===== config.mk =====
export PLATFORM = sky130hd
export DESIGN_NAME = prs_ram
export DESIGN_NICKNAME = d
export VERILOG_FILES = /design/src/design/prs_ram.sv
export SDC_FILE = /design/constraint.sdc
export NUM_CORES = 2
export LEC_CHECK = 0
export BUFFER_PORTS_ARGS = -buffer_cell sky130_fd_sc_hd__clkbuf_2
export CORE_ASPECT_RATIO = 1.75
export CORE_MARGIN = 3
export CORE_UTILIZATION = 50
export CTS_CLUSTER_DIAMETER = 60
export CTS_CLUSTER_SIZE = 25
export DETAILED_ROUTE_END_ITERATION = 6
export GPL_TIMING_DRIVEN = 0
export PLACE_DENSITY = 0.65
export SLEW_MARGIN = 40
export SYNTH_ARGS = -nofsm -noshare
export SYNTH_HDL_FRONTEND = slang
export SYNTH_SLANG_ARGS = --single-unit
export TNS_END_PERCENT = 50

===== constraint.sdc =====
create_clock -name clock -period 3.6 [get_ports clock]
set_clock_uncertainty 0.1 [all_clocks]
set_input_delay 0.36 -clock clock [delete_from_list [all_inputs] [get_ports clock]]
set_output_delay 0.36 -clock clock [all_outputs]
set_load 0.01 [all_outputs]

===== src/design/prs_ram.sv =====
module prs_ram #(
   parameter int WIDTH = 8,
   parameter int DEPTH = 256
) (
   input  logic                     clock,
   input  logic                     en,
   input  logic                     we,
   input  logic [$clog2(DEPTH)-1:0] addr,
   input  logic [WIDTH-1:0]         wdata,
   output logic [WIDTH-1:0]         rdata
);

   logic [WIDTH-1:0] mem [DEPTH];

   always_ff @(posedge clock) begin
      if (en) begin
         if (we) begin
            mem[addr] <= wdata;
         end
         rdata <= mem[addr];
      end
   end

endmodule


==> reports/qor.yml <==
outcome: "finished, violations left"
violations: "negative setup slack"
p_sw_frac: 0.2117
final_cell_mix: "2056 x edfxtp_1, 512 x mux4_2, 252 x a22oi_1"
yosys.area.top_type: "edfxtp_1"
p_sw_mw: 8.589
tightestPinTransition_ps: 1070
internal_power_mw: 31.98
clk_pin_slew_ps: 90
dp_hpwl_mm: 145.9
core_region_area_um2: 155300
timing_max_transition_violations_final: 0
dr.pass1.iters: 5
clock_latency_ps: 740
setup_viol: 150
crit_type: "primary input to flop"
power_leakage_nw: 25.09
slowest_stage: "nor3_1"
synth-seq-area-share: 0.7879
cp_max_fo: 10
row_count: 191
post-route-min-period_ps: 3822
pre_cts_ws_ps: -1182
crit_path_start_kind: "primary input"
nets: 3701
cap_viol_max_count: 0
tns_ps: -7167
dieWidth_um: 305.3
hold_viol: 0
cts.htree.levels: 3
synth_fp_nets: 3544
cts_tree: "built"
initial_core_util: 0.5045
portBuffers: 24
cp-end-kind: "flop"
timing.final.crit_share: 1.062
die-area_um2: 161700
cp.buffers_inverters: 4
cts_buffer_depth: 3
combPwrFrac: 0.059
pin_count: 27
finalWorstSetupSlack_ps: -222.4
post-route-util: 0.5484
cts_setup_buffers: 0
p_clk_frac: 0.291
mostFrequentLayoutCell: "edfxtp_1"
max_slew_margin: 0.2868
worstPathCellList: "buf_2 > buf_2 > buf_2 > nor3_1 > nand2_2 > clkbuf_4 > nor2_1"
cp_slowest_stage_delay_ps: 730
syn_area_um2: 78360
peakVddDrop_v: 0.0003885
grt_pass1_wl_mm: 290.8
vias: 36802
fin_hold_ws_ps: 62.20
stdcell_count: 5720
post_dp_cell_area_um2: 82280
dp.cells: 5611
syn_to_final_growth_pct: 8.700
avgSynthCellArea_um2: 22.23
n_fill_cell: 11555
syn_inst: 3525
p_total_mw: 40.56
max_freq_mhz: 261.6
gr-total-overflow: 0
synth_top_area_frac: 0.7879
cp_common_cell: "buf_2"
antenna_found_initial: 7
antenna_left: 0
cp_top_family: "simple AND/OR/NAND/NOR gates"
grt_usage: 0.2600
seq_power_share: 0.649
drtIter0Drc: 4329
cp.required_ps: 3860
ys_warn_count: 0
place.gp.congestion: 1.039
wirelength_mm: 208.5
wl_per_cell_um: 36.46
stdcell_area_um2: 85180
grt_pass1_vias: 37940
synth-seq-cells: 2056
grt_max_degree: 97
die_h_um: 529.7
synth_area_leaders: "edfxtp_1 79%, mux4_2 15%, a22oi_1 2.5%"
cts-root-buf: "clkbuf_16"
clock_sinks: 2056
drc: 0
viasPerCell: 6.434
ys_types: 21
rsz0062_at_grt: "yes"
hold_class: "primary input to flop"
power_density_nw_per_um2: 476.2
drive_gt1_frac: 0.2610
arrival_ps: 4080
cts_buffers: 93
-- layout make-up --
type	count	area, µm²	area share
Tap cell	2026	2535	0.02976
Clock buffer	97	2427	0.02850
Timing Repair Buffer	63	1134	0.01331
Clock inverter	6	53.80	0.0006316
Antenna cell	4	10.01	0.0001175
Multi-Input combinational cell	1244	16210	0.1903
Sequential cell	2056	61740	0.7248
Buffer	224	1076	0.01263
-- Yosys cell counts (all sizes together) --
library cell	count
edfxtp	2056
mux4	512
nor2	259
a22oi	256
clkbuf	143
a21oi	128
buf	82
o41ai	32
nand2	30
nand4	8
nor2b	6
nand3	4
and2	2
nand2b	2
nor3b	2
and4	1
nor3	1
or2	1
-- registers in the layout, summed over array words and instances (netlist names) --
name / count
mem: 2048
rdata: 8
-- per-layer routing --
| layer | track usage | vias up | wire (µm) |
|---|---|---|---|
| met1 | 0.2966 | 19601 | 68610 |
| li1 | - | 15145 | - |
| met3 | 0.03929 | 440 | 14370 |
| met4 | 0.1879 | 4 | 17680 |
| met2 | 0.4495 | 1612 | 107800 |
| met5 | 0 | - | 26 |
-- cells by family (layout without fill, tap and decap cells) --
family	count (synthesis)	in the layout	synth area share
flip-flops	2056	2056	0.7879
multiplexers	512	512	0.1471
AO/OA/AOI/OAI	416	416	0.03628
AND/OR/NAND/NOR	316	316	0.01598
buffers and inverters	225	390	0.01274
other	0	4	0
-- power by group through the flow --
stage	clock network, mW	logic (mW)	registers (mW)
floorplan	0	1.13	26.9
global placement	0	2.22	27.0
detailed placement	0	2.38	26.9
CTS	12.0	2.39	26.3
global route	12.7	2.49	26.3
finish	11.8	2.40	26.3
-- repair_timing --
action,CTS,global route
resized for setup,66,41
gates cloned,0,0
hold buffers,3,0
endpoints found under the setup margin,861,697
endpoints found under the hold margin,83,0
-- worst paths after layout --
check / startpoint / to / slack, ps / cells after the start
hold / removal: wdata[3] / mem[72][3] / 60 / 1
setup / recovery: addr[1] / mem[76][1] / -220 / 7
setup reg to reg: mem[58][0] / rdata[0] / 380 / 5
hold reg to reg: mem[97][7] / rdata[7] / 1020 / 5
Power figures use the tool's default switching activity.
