--- config.mk ---
export PLATFORM = sky130hd
export DESIGN_NAME = prs_step_div
export DESIGN_NICKNAME = d
export VERILOG_FILES = /design/src/design/prs_pkg.sv /design/src/design/prs_step_div.sv
export SDC_FILE = /design/constraint.sdc
export NUM_CORES = 1
export LEC_CHECK = 0
export ABC_AREA = 1
export BUFFER_PORTS_ARGS = -buffer_cell sky130_fd_sc_hd__buf_2
export CAP_MARGIN = 10
export CORE_UTILIZATION = 54
export CTS_BUF_LIST = sky130_fd_sc_hd__clkbuf_16
export DETAILED_ROUTE_END_ITERATION = 16
export PLACE_DENSITY = 0.81
export SLEW_MARGIN = 40
export SYNTH_ARGS = -nofsm -noshare
export SYNTH_HDL_FRONTEND = slang
export SYNTH_SLANG_ARGS = --single-unit
--- constraint.sdc ---
create_clock -name clock -period 3.3 [get_ports clock]
set_input_delay 0.33 -clock clock [delete_from_list [all_inputs] [get_ports clock]]
set_output_delay 0.33 -clock clock [all_outputs]
set_load 0.02 [all_outputs]
--- src/design/prs_pkg.sv ---
package prs_pkg;

   localparam int STEP_W     = 26;
   localparam int FRAC_BITS  = 16;
   localparam int CSR_IDX_W  = 3;
   localparam int CSR_DATA_W = 16;

   // request kinds
   localparam logic [1:0] REQ_TEXEL_WR = 2'd0;
   localparam logic [1:0] REQ_PAL_WR   = 2'd1;
   localparam logic [1:0] REQ_FETCH    = 2'd2;

   // fetch status codes
   localparam logic [1:0] STATUS_OK       = 2'd0;
   localparam logic [1:0] STATUS_OUTSIDE  = 2'd1;
   localparam logic [1:0] STATUS_BAD_SIZE = 2'd2;

   // register indexes
   localparam logic [CSR_IDX_W-1:0] CSR_PLAYER_COLORS = 3'd0;
   localparam logic [CSR_IDX_W-1:0] CSR_SKIN_WIDTH    = 3'd1;
   localparam logic [CSR_IDX_W-1:0] CSR_SKIN_HEIGHT   = 3'd2;
   localparam logic [CSR_IDX_W-1:0] CSR_MAX_TEX_SIZE  = 3'd3;
   localparam logic [CSR_IDX_W-1:0] CSR_MIP_SHIFT     = 3'd4;

   typedef struct packed {
      logic [1:0]  kind;
      logic [1:0]  status;
      logic [16:0] st_addr;
      logic [31:0] st_val;
   } item_type;

   typedef struct packed {
      logic              busy;
      logic [STEP_W-1:0] step;
   } step_stat_type;

endpackage

--- src/design/prs_step_div.sv ---
module prs_step_div #(
   parameter int SW_W = 10
) (
   input  logic                   clock,
   input  logic                   reset,
   input  logic                   start,
   input  logic [9:0]             skin_width,
   input  logic [SW_W-1:0]        out_width,
   output prs_pkg::step_stat_type stat
);

   logic [prs_pkg::STEP_W-1:0] numer;
   logic [4:0]                 idx;
   logic [SW_W:0]              shifted;
   logic                       ge;
   logic [SW_W-1:0]            rem_ff, rem_in;
   logic [prs_pkg::STEP_W-1:0] quo_ff, quo_in;
   logic [4:0]                 cnt_ff;
   logic                       busy_ff;

   // restoring division, one quotient bit per cycle, config read live
   always_comb begin
      numer   = {skin_width, {prs_pkg::FRAC_BITS{1'b0}}};
      idx     = 5'(prs_pkg::STEP_W - 1) - cnt_ff;
      shifted = {rem_ff, numer[idx]};
      ge      = shifted >= {1'b0, out_width};
      rem_in  = ge ? SW_W'(shifted - {1'b0, out_width}) : SW_W'(shifted);
      quo_in  = {quo_ff[prs_pkg::STEP_W-2:0], ge};
   end

   always_ff @(posedge clock) begin
      if (reset || start) begin
         busy_ff <= 1'b1;
         cnt_ff  <= '0;
         rem_ff  <= '0;
      end else if (busy_ff) begin
         rem_ff <= rem_in;
         quo_ff <= quo_in;
         cnt_ff <= cnt_ff + 5'd1;
         if (cnt_ff == 5'(prs_pkg::STEP_W - 1)) begin
            busy_ff <= 1'b0;
         end
      end
   end

   assign stat.busy = busy_ff;
   assign stat.step = quo_ff;

endmodule

==> results of run 1 <==
==> logic make-up after synthesis <==
logic type | count (synthesis)
buffers and inverters | 60
xor gates and xnor gates | 5
DFF | 42
and+or+nand+nor | 134
adders and majority gates | 14
AOI/OAI and AO/OA | 28
==> layout make-up <==
| type | count | area [um^2] | share of cell area [%] |
|---|---|---|---|
| Clock buffer | 5 | 125 | 4.50 |
| Clock inverter | 3 | 23.8 | 0.855 |
| Inverter | 54 | 203 | 7.29 |
| Multi-Input combinational cell | 181 | 1010 | 36.4 |
| Sequential cell | 42 | 1100 | 39.6 |
| Tap cell | 50 | 62.6 | 2.25 |
| Timing Repair Buffer | 50 | 253 | 9.09 |
==> sequential cells by signal, summed over array words and instances, names as in the netlist <==
name     flops
quo_ff      26
rem_ff      10
cnt_ff       5
busy_ff      1
==> worst paths after layout <==
kind	from	endpoint	slack [ps]	depth (start not counted)
max reg2reg	cnt_ff[1]	rem_ff[7]	370	16
max	cnt_ff[1]	rem_ff[7]	370	16
min reg2reg	quo_ff[11]	quo_ff[12]	450	0
min	reset	busy_ff	330	3
==> worst reg2reg max path, delay by kind of cell, from the launching register on <==
kind,cells,cell delay (ps)
simple gates,9,1170
compound gates,1,90
buf+inv,3,500
fa+ha+maj,2,430
flops,1,410
xor+xnor,1,190
==> through the flow <==
stage	util, %	hold WS (ps)	cell area, um^2	setup slack, ps	power [mW]
after global placement	63.9	423	2630	556	0.723
after detailed placement	63.9	426	2630	484	0.727
after floorplan	-	455	2370	906	0.687
after global routing	67.5	380	2780	133	1.25
final	67.5	326	2780	366	1.20
after CTS	67.5	324	2780	393	1.21
==> where the power goes <==
group          internal, mW  leakage, nW  total (mW)  switching, mW
sequential            0.573        0.374       0.583        0.00948
clock                 0.282       0.0664       0.486          0.203
combinational        0.0498        0.874       0.134         0.0846
total                 0.905         1.31        1.20          0.297
==> layer usage <==
metal	vias to the layer above	share of wire, %	GRT usage, %	routed length [um]
met5	-	0	0	0
met4	0	2.5	10.4	118
met3	10	4.7	4.17	224
met2	65	48	38.4	2270
met1	881	45	25.9	2160
li1	1006	-	-	-
==> cells in the final DEF, fill, tap and decap left out, drive strengths merged <==
| cell | n |
|---|---|
| ha | 13 |
| a21oi | 20 |
| inv | 55 |
| nor2 | 14 |
| nand3 | 27 |
| or2 | 1 |
| fa | 1 |
| clkbuf | 5 |
| o21a | 1 |
| buf | 50 |
| nand4 | 5 |
| edfxtp | 26 |
| clkinvlp | 2 |
| and2 | 1 |
| nand3b | 3 |
| xor2 | 1 |
| xnor2 | 4 |
| dfxtp | 16 |
| nand2 | 83 |
| o21ai | 7 |
==> results.md, run 1 <==
* Post-synth top area cell: edfxtp_1
* Static leakage at 1.31 nW
* Final worst-path cycle share at 88.9%
* Cell Count, Final, Fillers Out at 385
* Layout cells sized above 1 at 24.2%
* Vias at 1962
* Largest cells by area after synthesis: edfxtp_1, dfxtp_1, nand2_1
* Detail Route Antenna Nets at 0
* GR Overflow Total at 0
* Clk slew on worst S/H paths at 60 ps
* Synth Area in Compound Gates at 6.48%
* Critical Path Fanout Max at 12
* First-pass detailed-route iteration total at 4
* Slew headroom at 57.4%
* CTS Hold Bufs at 0
* Die width at 68.3 um
* Arr. time, crit path at 3090 ps
* Die ar. at 4670 um^2
* Fmax at 0.341 GHz
* Mean post-synth cell area at 8.39 um^2
* Clock sinks at 42
* WL/cell at 12.4 um
* Adder-Cell Fraction of Synth Area at 7.69%
* Ys Warns at 0
* CORE AREA at 4120 um^2
* Final Skew at 4.90 ps
* Setup violations, final at 0
* Resized cells post-CTS at 0
* DP HPWL at 3570 um
* Crit path buf inv count at 3
* RePlAce Congestion at 0.847
* Syn Std Cell Area at 2370 um^2
* Unrepaired setup endpoints after global routing: no
* Diodes inserted at 0
* Status: finished clean
* Yosys cell types at 28
* Placed insts at 377
* Number of max-cap violations at 0
* H-tree levels at 2
* Cell family with most CP delay: simple AND/OR/NAND/NOR gates
* Synth Flop Type: edfxtp_1
* CP Cell Sequence: inv_1, ha_1, xnor2_1, nand3b_1, nand2_1, nand2_1, ha_1, inv_1, nand3_1, nand3_2, nand2_2, nand4_2, inv_2, nand2_1, nand3_1, a21oi_1
* Root Driver: clkbuf_16
* Synthesis-stage register bit count at 42
* Synthesized Nets at 320
* Clock Tree Buf Depth at 2
* Port-buffer cells at 49
* Largest net degree at the start of global routing at 26
* Simple-gate share of the synthesized area at 26.4%
* First-pass GRT wire length at 7530 um
* CTS tree: done
* Worst-Margin Slew at 637 ps
* Hold Crit Class: in2reg
* Startpoint Class: register
* Clock Latency Late Sink at 280 ps
* Synth cell count leaders: nand2_1, inv_1, edfxtp_1
* Top-count cell post-synth: nand2_1
* Fillcell total at 330
* Crit path capture type: register
* Synthesis-to-layout area growth at 17.0%
* Row count at 23
* Multiplexer share of the synthesized area at 0%
* Pwr Density at 433 nW/um^2
* Type of the worst setup path: reg2reg
* Tmin final at 2930 ps
* Slowest CP cell: dfxtp_1
* XOR/XNOR share of the synthesized area at 1.84%
* Crit path required time at 3450 ps
* Total track usage at 22.1%
* Iteration-0 DRC Markers at 120
* Worst path most repeated cell: nand2_1
* Asr flop ratio synth at 0%
* DRC Markers at 0
* Worst VDD drop at 357 uV
* Vias per std cell at 5.10
* Setup Buffers After CTS at 0
* Total wire length at 4770 um
* I/O Pins at 50
* TNS Setup at 0 ps
* CTS Buf Count at 5
* Seq/Total Area, Yosys at 46.4%
* Largest family of logic cells by synthesized area: simple AND/OR/NAND/NOR gates
* Initial antenna violation count at 0
* Nets at 371
* Die H at 68.3 um
* Syn Inst Count at 283
* Max incr delay on CP at 410 ps
* Starting Density at 57.7%
* Post-synth EDFFs at 26
* Hold Fails Final Rpt at 0
* Top cell type's share of synthesized area at 32.9%
* Vias in the first global route at 1829
* Max-slew violations at 0
No activity file was read; power rests on OpenSTA's default activity.
==> run 2: changes to the inputs <==
==> constraint.sdc (replaced) <==
create_clock -name clock -period 3.3 [get_ports clock]
set_input_delay 0.66 -clock clock [delete_from_list [all_inputs] [get_ports clock]]
set_output_delay 0.66 -clock clock [all_outputs]
set_load 0.02 [all_outputs]
==> results.md, run 2 (same netlist as run 1, synthesis figures left out) <==
* Slew headroom at 59.4% (+2.0 points)
* Status: finished clean
* Total wire length at 4880 um (+2.2%)
* Tot Pwr at 1.27 mW (+5.9%)
* Crit path required time at 3450 ps (about the same)
* Synthesis-to-layout area growth at 18.2%
* Cell Count, Final, Fillers Out at 386 (+0.26%)
* Unrepaired setup endpoints after global routing: no
* Post-route setup slack at 416 ps (+50.1 ps)
* Critical Path Fanout Max at 12 (unchanged)
* Met1 WL at 2150 um (-0.79%)
* Port-buffer cells at 49 (unchanged)
* Arr. time, crit path at 3030 ps (-60 ps)
* Starting Density at 57.7% (unchanged)
* Clk slew on worst S/H paths at 60 ps (about the same)
* Crit path capture type: register
* Placed cell areas at 2640 um^2 (+0.29%)
* Cell area after layout at 2810 um^2 (+0.99%)
* First-pass detailed-route iteration total at 4 (unchanged)
* Final worst-path cycle share at 87.4% (-1.5 points)
* TNS Setup at 0 ps (unchanged)
* Die H at 68.3 um (unchanged)
* Clock Latency Late Sink at 280 ps (about the same)
* Number of max-cap violations at 0 (unchanged)
* Worst-Margin Slew at 608 ps (-29.5 ps)
* Commonest non-fill, non-tap cells in the layout: nand2_1, inv_1, buf_2, edfxtp_1, nand3_1
* H-tree levels at 2 (unchanged)
* Placed insts at 378 (+0.27%)
* Largest register by flop count: quo_ff
* Iteration-0 DRC Markers at 146 (+22%)
* Final Skew at 6.30 ps (+1.40 ps)
* Detail Route Antenna Nets at 0 (unchanged)
* Setup violations, final at 0 (unchanged)
* Hold Crit Class: reg2reg
* Tmin final at 2880 ps (-50.1 ps)
* Die ar. at 4670 um^2 (unchanged)
* I/O Pins at 50 (unchanged)
* GR Overflow Total at 0 (unchanged)
* Worst VDD drop at 397 uV (+11%)
* WL/cell at 12.6 um (+1.9%)
* DP HPWL at 3600 um (+0.81%)
* Resized cells post-CTS at 0 (unchanged)
* First-pass GRT wire length at 8050 um (+6.9%)
* Top Metal Used: met4
* Total track usage at 23.6% (+1.5 points)
* CTS Hold Bufs at 0 (unchanged)
* Largest net degree at the start of global routing at 17 (-35%)
* Initial antenna violation count at 0 (unchanged)
* Max reg flops at 26 (unchanged)
* Root Driver: clkbuf_16
* Layout cells sized above 1 at 24.4% (+0.23 points)
* Clock Tree Buf Depth at 2 (unchanged)
* Diodes inserted at 0 (unchanged)
* Fmax at 0.347 GHz (+1.7%)
* Nets at 372 (+0.27%)
* Type of the worst setup path: reg2reg
* Pwr Density at 454 nW/um^2 (+4.8%)
* RePlAce Congestion at 0.855 (+0.98%)
* CTS tree: done
* Vias per std cell at 5.01 (-1.7%)
* Biggest regs: quo_ff x26, rem_ff x10, cnt_ff x5
* Static leakage at 1.34 nW (+1.7%)
* CTS Buf Count at 5 (unchanged)
* Met2 WL at 2470 um (+8.8%)
* Met3 wire len at 211 um (-5.8%)
* Hold Fails Final Rpt at 0 (unchanged)
* DRC Markers at 0 (unchanged)
* Vias at 1934 (-1.4%)
* Row count at 23 (unchanged)
* Dpl ws at 455 ps (-28.7 ps)
* Vias in the first global route at 1779 (-2.7%)
* Setup Buffers After CTS at 0 (unchanged)
* Final design utilization at 68.2% (+0.67 points)
* Max-slew violations at 0 (unchanged)
* Commonest non-fill, non-tap cell in the layout: nand2_1
* Startpoint Class: register
* CORE AREA at 4120 um^2 (unchanged)
* Die width at 68.3 um (unchanged)
* Min Hold Slack at 440 ps (+114 ps)
* Clock sinks at 42 (unchanged)
==> run 2: cell count changes in the layout (fill, tap and decap cells not counted) <==
cell        delta
clkinvlp_4     -2
buf_4          +1
bufinv_16      +1
clkinv_2       +1
==> run 2: worst max-delay path, stage by stage, from the launching register on <==
cell     delay (ps)
dfxtp_1         430
inv_1           130
ha_1            320
inv_1            80
nand3_1          80
nand3_1          70
nand2_1          50
nand2_1          70
ha_1            180
inv_1            70
nand3_1          80
nand3_2         120
nand2_2         140
nand4_2         400
inv_2           290
nand2_1          80
nand3_1          80
a21oi_1          80
==> run 2: cell type report <==
| class | count | area, um^2 |
|---|---|---|
| fill | 337 | 1310 |
| sequential | 42 | 1100 |
| multi-input combinational | 181 | 1010 |
| timing repair buffer | 51 | 260 |
| inverter | 54 | 203 |
| clock buffer | 5 | 125 |
| tap | 50 | 62.6 |
| clock inverter | 3 | 43.8 |
==> run 2: report_power, final <==
group          switching (mW)  total (mW)  internal (mW)  leakage [nW]
Clock                   0.199       0.557          0.358        0.0842
Sequential             0.0103       0.583          0.573         0.374
Combinational          0.0829       0.133         0.0503         0.879
Total                   0.292        1.27          0.981          1.34
==> run 2: routing by layer <==
metal	global-route usage, %	vias to the layer above
met5	0	-
met4	6.77	0
met3	5.17	7
met2	40.8	55
met1	29.2	865
li1	-	1007
==> run 2: worst paths after layout <==
kind | endpoint | depth (start not counted) | slack (ps) | startpoint
worst min register to register | quo_ff[1] | 0 | 440 | quo_ff[0]
worst min-delay path | quo_ff[1] | 0 | 440 | quo_ff[0]
worst max register to register | rem_ff[7] | 17 | 420 | cnt_ff[1]
worst max-delay path | rem_ff[7] | 17 | 420 | cnt_ff[1]
==> run 3: changes to the inputs <==
- ABC_AREA: 1 -> not set
- CORE_UTILIZATION: 54 -> 53
- CTS_CLUSTER_SIZE: not set -> 40
==> results.md, run 3 <==
* Diodes inserted at 0 (unchanged)
* Starting Density at 57.2% (-0.46 points)
* Slowest CP cell: fa_1
* P_int at 0.981 mW (about the same)
* Row count at 22 (-4.3%)
* Busiest layer in global routing: met2
* Startpoint Class: register
* Reg2reg path depth at 14 (-3)
* Met3 usage at 6.21% (+1.0 points)
* Synth cell count leaders: edfxtp_1, dfxtp_1, nor2_1
* First-pass GRT wire length at 6960 um (-14%)
* Crit path required time at 3500 ps (+50 ps)
* Number of max-cap violations at 0 (unchanged)
* Unrepaired setup endpoints after global routing: no
* Largest cells by area after synthesis: edfxtp_1, dfxtp_1, ha_1
* DRC Markers at 0 (unchanged)
* Hold Fails Final Rpt at 0 (unchanged)
* Hold path depth at 0 (unchanged)
* Asr flop ratio synth at 0% (unchanged)
* I/O Pins at 50 (unchanged)
* WL/cell at 14.7 um (+17%)
* Worst-Margin Slew at 613 ps (+4.95 ps)
* Max reg flops at 26 (unchanged)
* Grt met1 use at 27.5% (-1.7 points)
* Reg2Reg Setup Slack at 180 ps (-240 ps)
* Syn Inst Count at 199 (-30%)
* Largest net degree at the start of global routing at 32 (+15)
* Synthesis-stage register bit count at 42 (unchanged)
* Worst VDD drop at 355 uV (-10%)
* Largest register by flop count: quo_ff
* Crit Reg-Reg Startpoint: cnt_ff[2]
* Switching share of power at 22.5% (-0.40 points)
* CTS tree: done
* Vias in the first global route at 1491 (-16%)
* CP Cell Sequence: inv_1, ha_1, nor3_1, o211ai_1, a21oi_1, a21oi_2, ha_1, fa_1, nand2b_1, a211oi_2, o22ai_1, xor2_1, and3_1, nor3_1
* P_sw at 0.285 mW (-2.2%)
* Final Skew at 4.63 ps (-1.67 ps)
* Setup violations, final at 0 (unchanged)
* Status: finished clean
* CTS Buf Count at 5 (unchanged)
* Placed insts at 293 (-22%)
* Cell family with most CP delay: adder cells
* Cell Count, Final, Fillers Out at 302 (-22%)
* Pwr Density at 475 nW/um^2 (+4.6%)
* Iteration-0 DRC Markers at 115 (-21%)
* CORE AREA at 3800 um^2 (-7.7%)
* TNS Setup at 0 ps (unchanged)
* Post-synth top area cell: edfxtp_1
* Top cell type's share of synthesized area at 35.9% (+3.0 points)
* Met2 Usage GRT at 35.5% (-5.3 points)
* Logic pwr share at 9.9% (-0.6 points)
* Min-Delay Endpoint: quo_ff[12]
* Clock sinks at 42 (unchanged)
* Tmin final at 3120 ps (+239 ps)
* Vias per std cell at 5.55 (+11%)
* Clk slew on worst S/H paths at 60 ps (about the same)
* Crit path buf inv count at 1 (-3)
* Clock Tree Buf Depth at 2 (unchanged)
* Vias at 1676 (-13%)
* Mean post-synth cell area at 10.9 um^2 (+30%)
* Reg2reg end: rem_ff[6]
* Seq/Total Area, Yosys at 50.6% (+4.3 points)
* Final worst-path cycle share at 94.6% (+7.2 points)
* Cell area after layout at 2670 um^2 (-4.9%)
* Static leakage at 1.11 nW (-17%)
* Initial antenna violation count at 0 (unchanged)
* Detail Route Antenna Nets at 0 (unchanged)
* Hold Crit Class: reg2reg
* Synthesis-to-layout area growth at 22.7%
* RePlAce Congestion at 0.899 (+5.2%)
* Commonest non-fill, non-tap cells in the layout: buf_2, edfxtp_1, nor2_1, dfxtp_1, inv_1
* Critical Path Fanout Max at 4 (-8)
* Nets at 290 (-22%)
* Biggest regs: quo_ff x26, rem_ff x10, cnt_ff x5
* Yosys cell types at 46 (+64%)
* Die width at 66.1 um (-3.3%)
* Arr. time, crit path at 3330 ps (+300 ps)
* Die ar. at 4360 um^2 (-6.5%)
* Synth Flop Type: edfxtp_1
* Commonest non-fill, non-tap cell in the layout: buf_2
* Top-count cell post-synth: edfxtp_1
* Crit path capture type: register
* Type of the worst setup path: reg2reg
* Fmax at 0.320 GHz (-7.7%)
* Placed cell areas at 2470 um^2 (-6.2%)
* First-pass detailed-route iteration total at 4 (unchanged)
* Post-synth EDFFs at 26 (unchanged)
* GR Overflow Total at 0 (unchanged)
* Syn Std Cell Area at 2170 um^2 (-8.4%)
* Clock Latency Late Sink at 280 ps (about the same)
* Max-slew violations at 0 (unchanged)
* Ys Warns at 0 (unchanged)
* Total track usage at 22.1% (-1.5 points)
* Synthesized Nets at 236 (-26%)
* Hold Crit Start: quo_ff[11]
* H-tree levels at 2 (unchanged)
* Die H at 66.1 um (-3.3%)
* Slew headroom at 58.8% (-0.59 points)
* Port-buffer cells at 49 (unchanged)
* Layout cells sized above 1 at 29.5% (+5.1 points)
* Max incr delay on CP at 410 ps (-20 ps)
* Total wire length at 4450 um (-8.7%)
* Clock share of power at 44.3% (+0.6 points)
* Fillcell total at 300 (-11%)
* Root Driver: clkbuf_16
* DP HPWL at 3110 um (-14%)
* Seq pwr share at 45.8% (about the same)
-- run 3: cell types whose count changed in the layout (fill, tap and decap cells not counted), moves of 4 or more --
cell and change:
nand2_2 -7, nand3_1 -18, a21oi_1 -4, mux2i_1 +8, xor2_1 +4, nor2_1 +4
nand3_2 -7, nor3_1 +4, nand2_1 -62, inv_1 -37
-- run 3: power groups by stage --
stage               registers, mW  clock network [mW]  logic (mW)
floorplan                   0.606                   0      0.0673
global placement            0.590                   0       0.121
detailed placement          0.591                   0       0.124
CTS                         0.580               0.571       0.125
global route                0.582               0.588       0.137
finish                      0.580               0.561       0.125
-- run 3: cells by family after synthesis --
kind of cell / after synthesis / synth area share (%)
adders and majority gates: 14 / 8.40
xor gates and xnor gates: 10 / 4.03
AOI/OAI and AO/OA: 41 / 12.8
muxes: 10 / 5.93
and+or+nand+nor: 58 / 13.5
buffers and inverters: 24 / 4.72
DFF: 42 / 50.6
-- run 3: worst max-delay path by stage --
stage             startpoint   endpoint  slack [ps]  cells after the start
2_1_floorplan      cnt_ff[1]  rem_ff[6]         340                     14
3_3_place_gp   skin_width[2]  rem_ff[8]         160                     12
3_5_place_dp   skin_width[2]  rem_ff[8]          90                     12
4_1_cts            cnt_ff[2]  rem_ff[8]         150                     14
5_1_grt            cnt_ff[2]  rem_ff[6]           8                     14
6_report           cnt_ff[2]  rem_ff[6]         180                     14
-- run 3: area by class of cell --
class	instances	area, um^2	area share, %
flip-flops and latches	42	1100	41.3
multi-input cells	133	976	36.6
repair buffers	55	303	11.3
clock buffers	5	125	4.69
inverters	16	60.1	2.25
well taps	48	60.1	2.25
clock inverters	3	43.8	1.64
-- run 3: repair_timing --
| item | 4_1_cts | 5_1_grt |
|---|---|---|
| endpoints found under the setup margin | 0 | 2 |
| hold buffers | 0 | 0 |
| setup buffers | 0 | 1 |
| resized for setup | 0 | 1 |
-- run 3: metal layers --
layer  routed length (um)  vias up
li1                     -      826
met1                 1910      781
met2                 2220       58
met3                  234       11
met4                   86        0
met5                    0        -
-- run 3: through the flow --
step	setup slack, ps	util (%)	hold WS [ps]	total power, mW
after detailed placement	92.7	65.2	426	0.715
final	177	70.3	442	1.27
after global routing	8.19	70.3	457	1.31
after global placement	155	65.2	425	0.711
after floorplan	341	-	493	0.673
after CTS	154	69.6	447	1.28
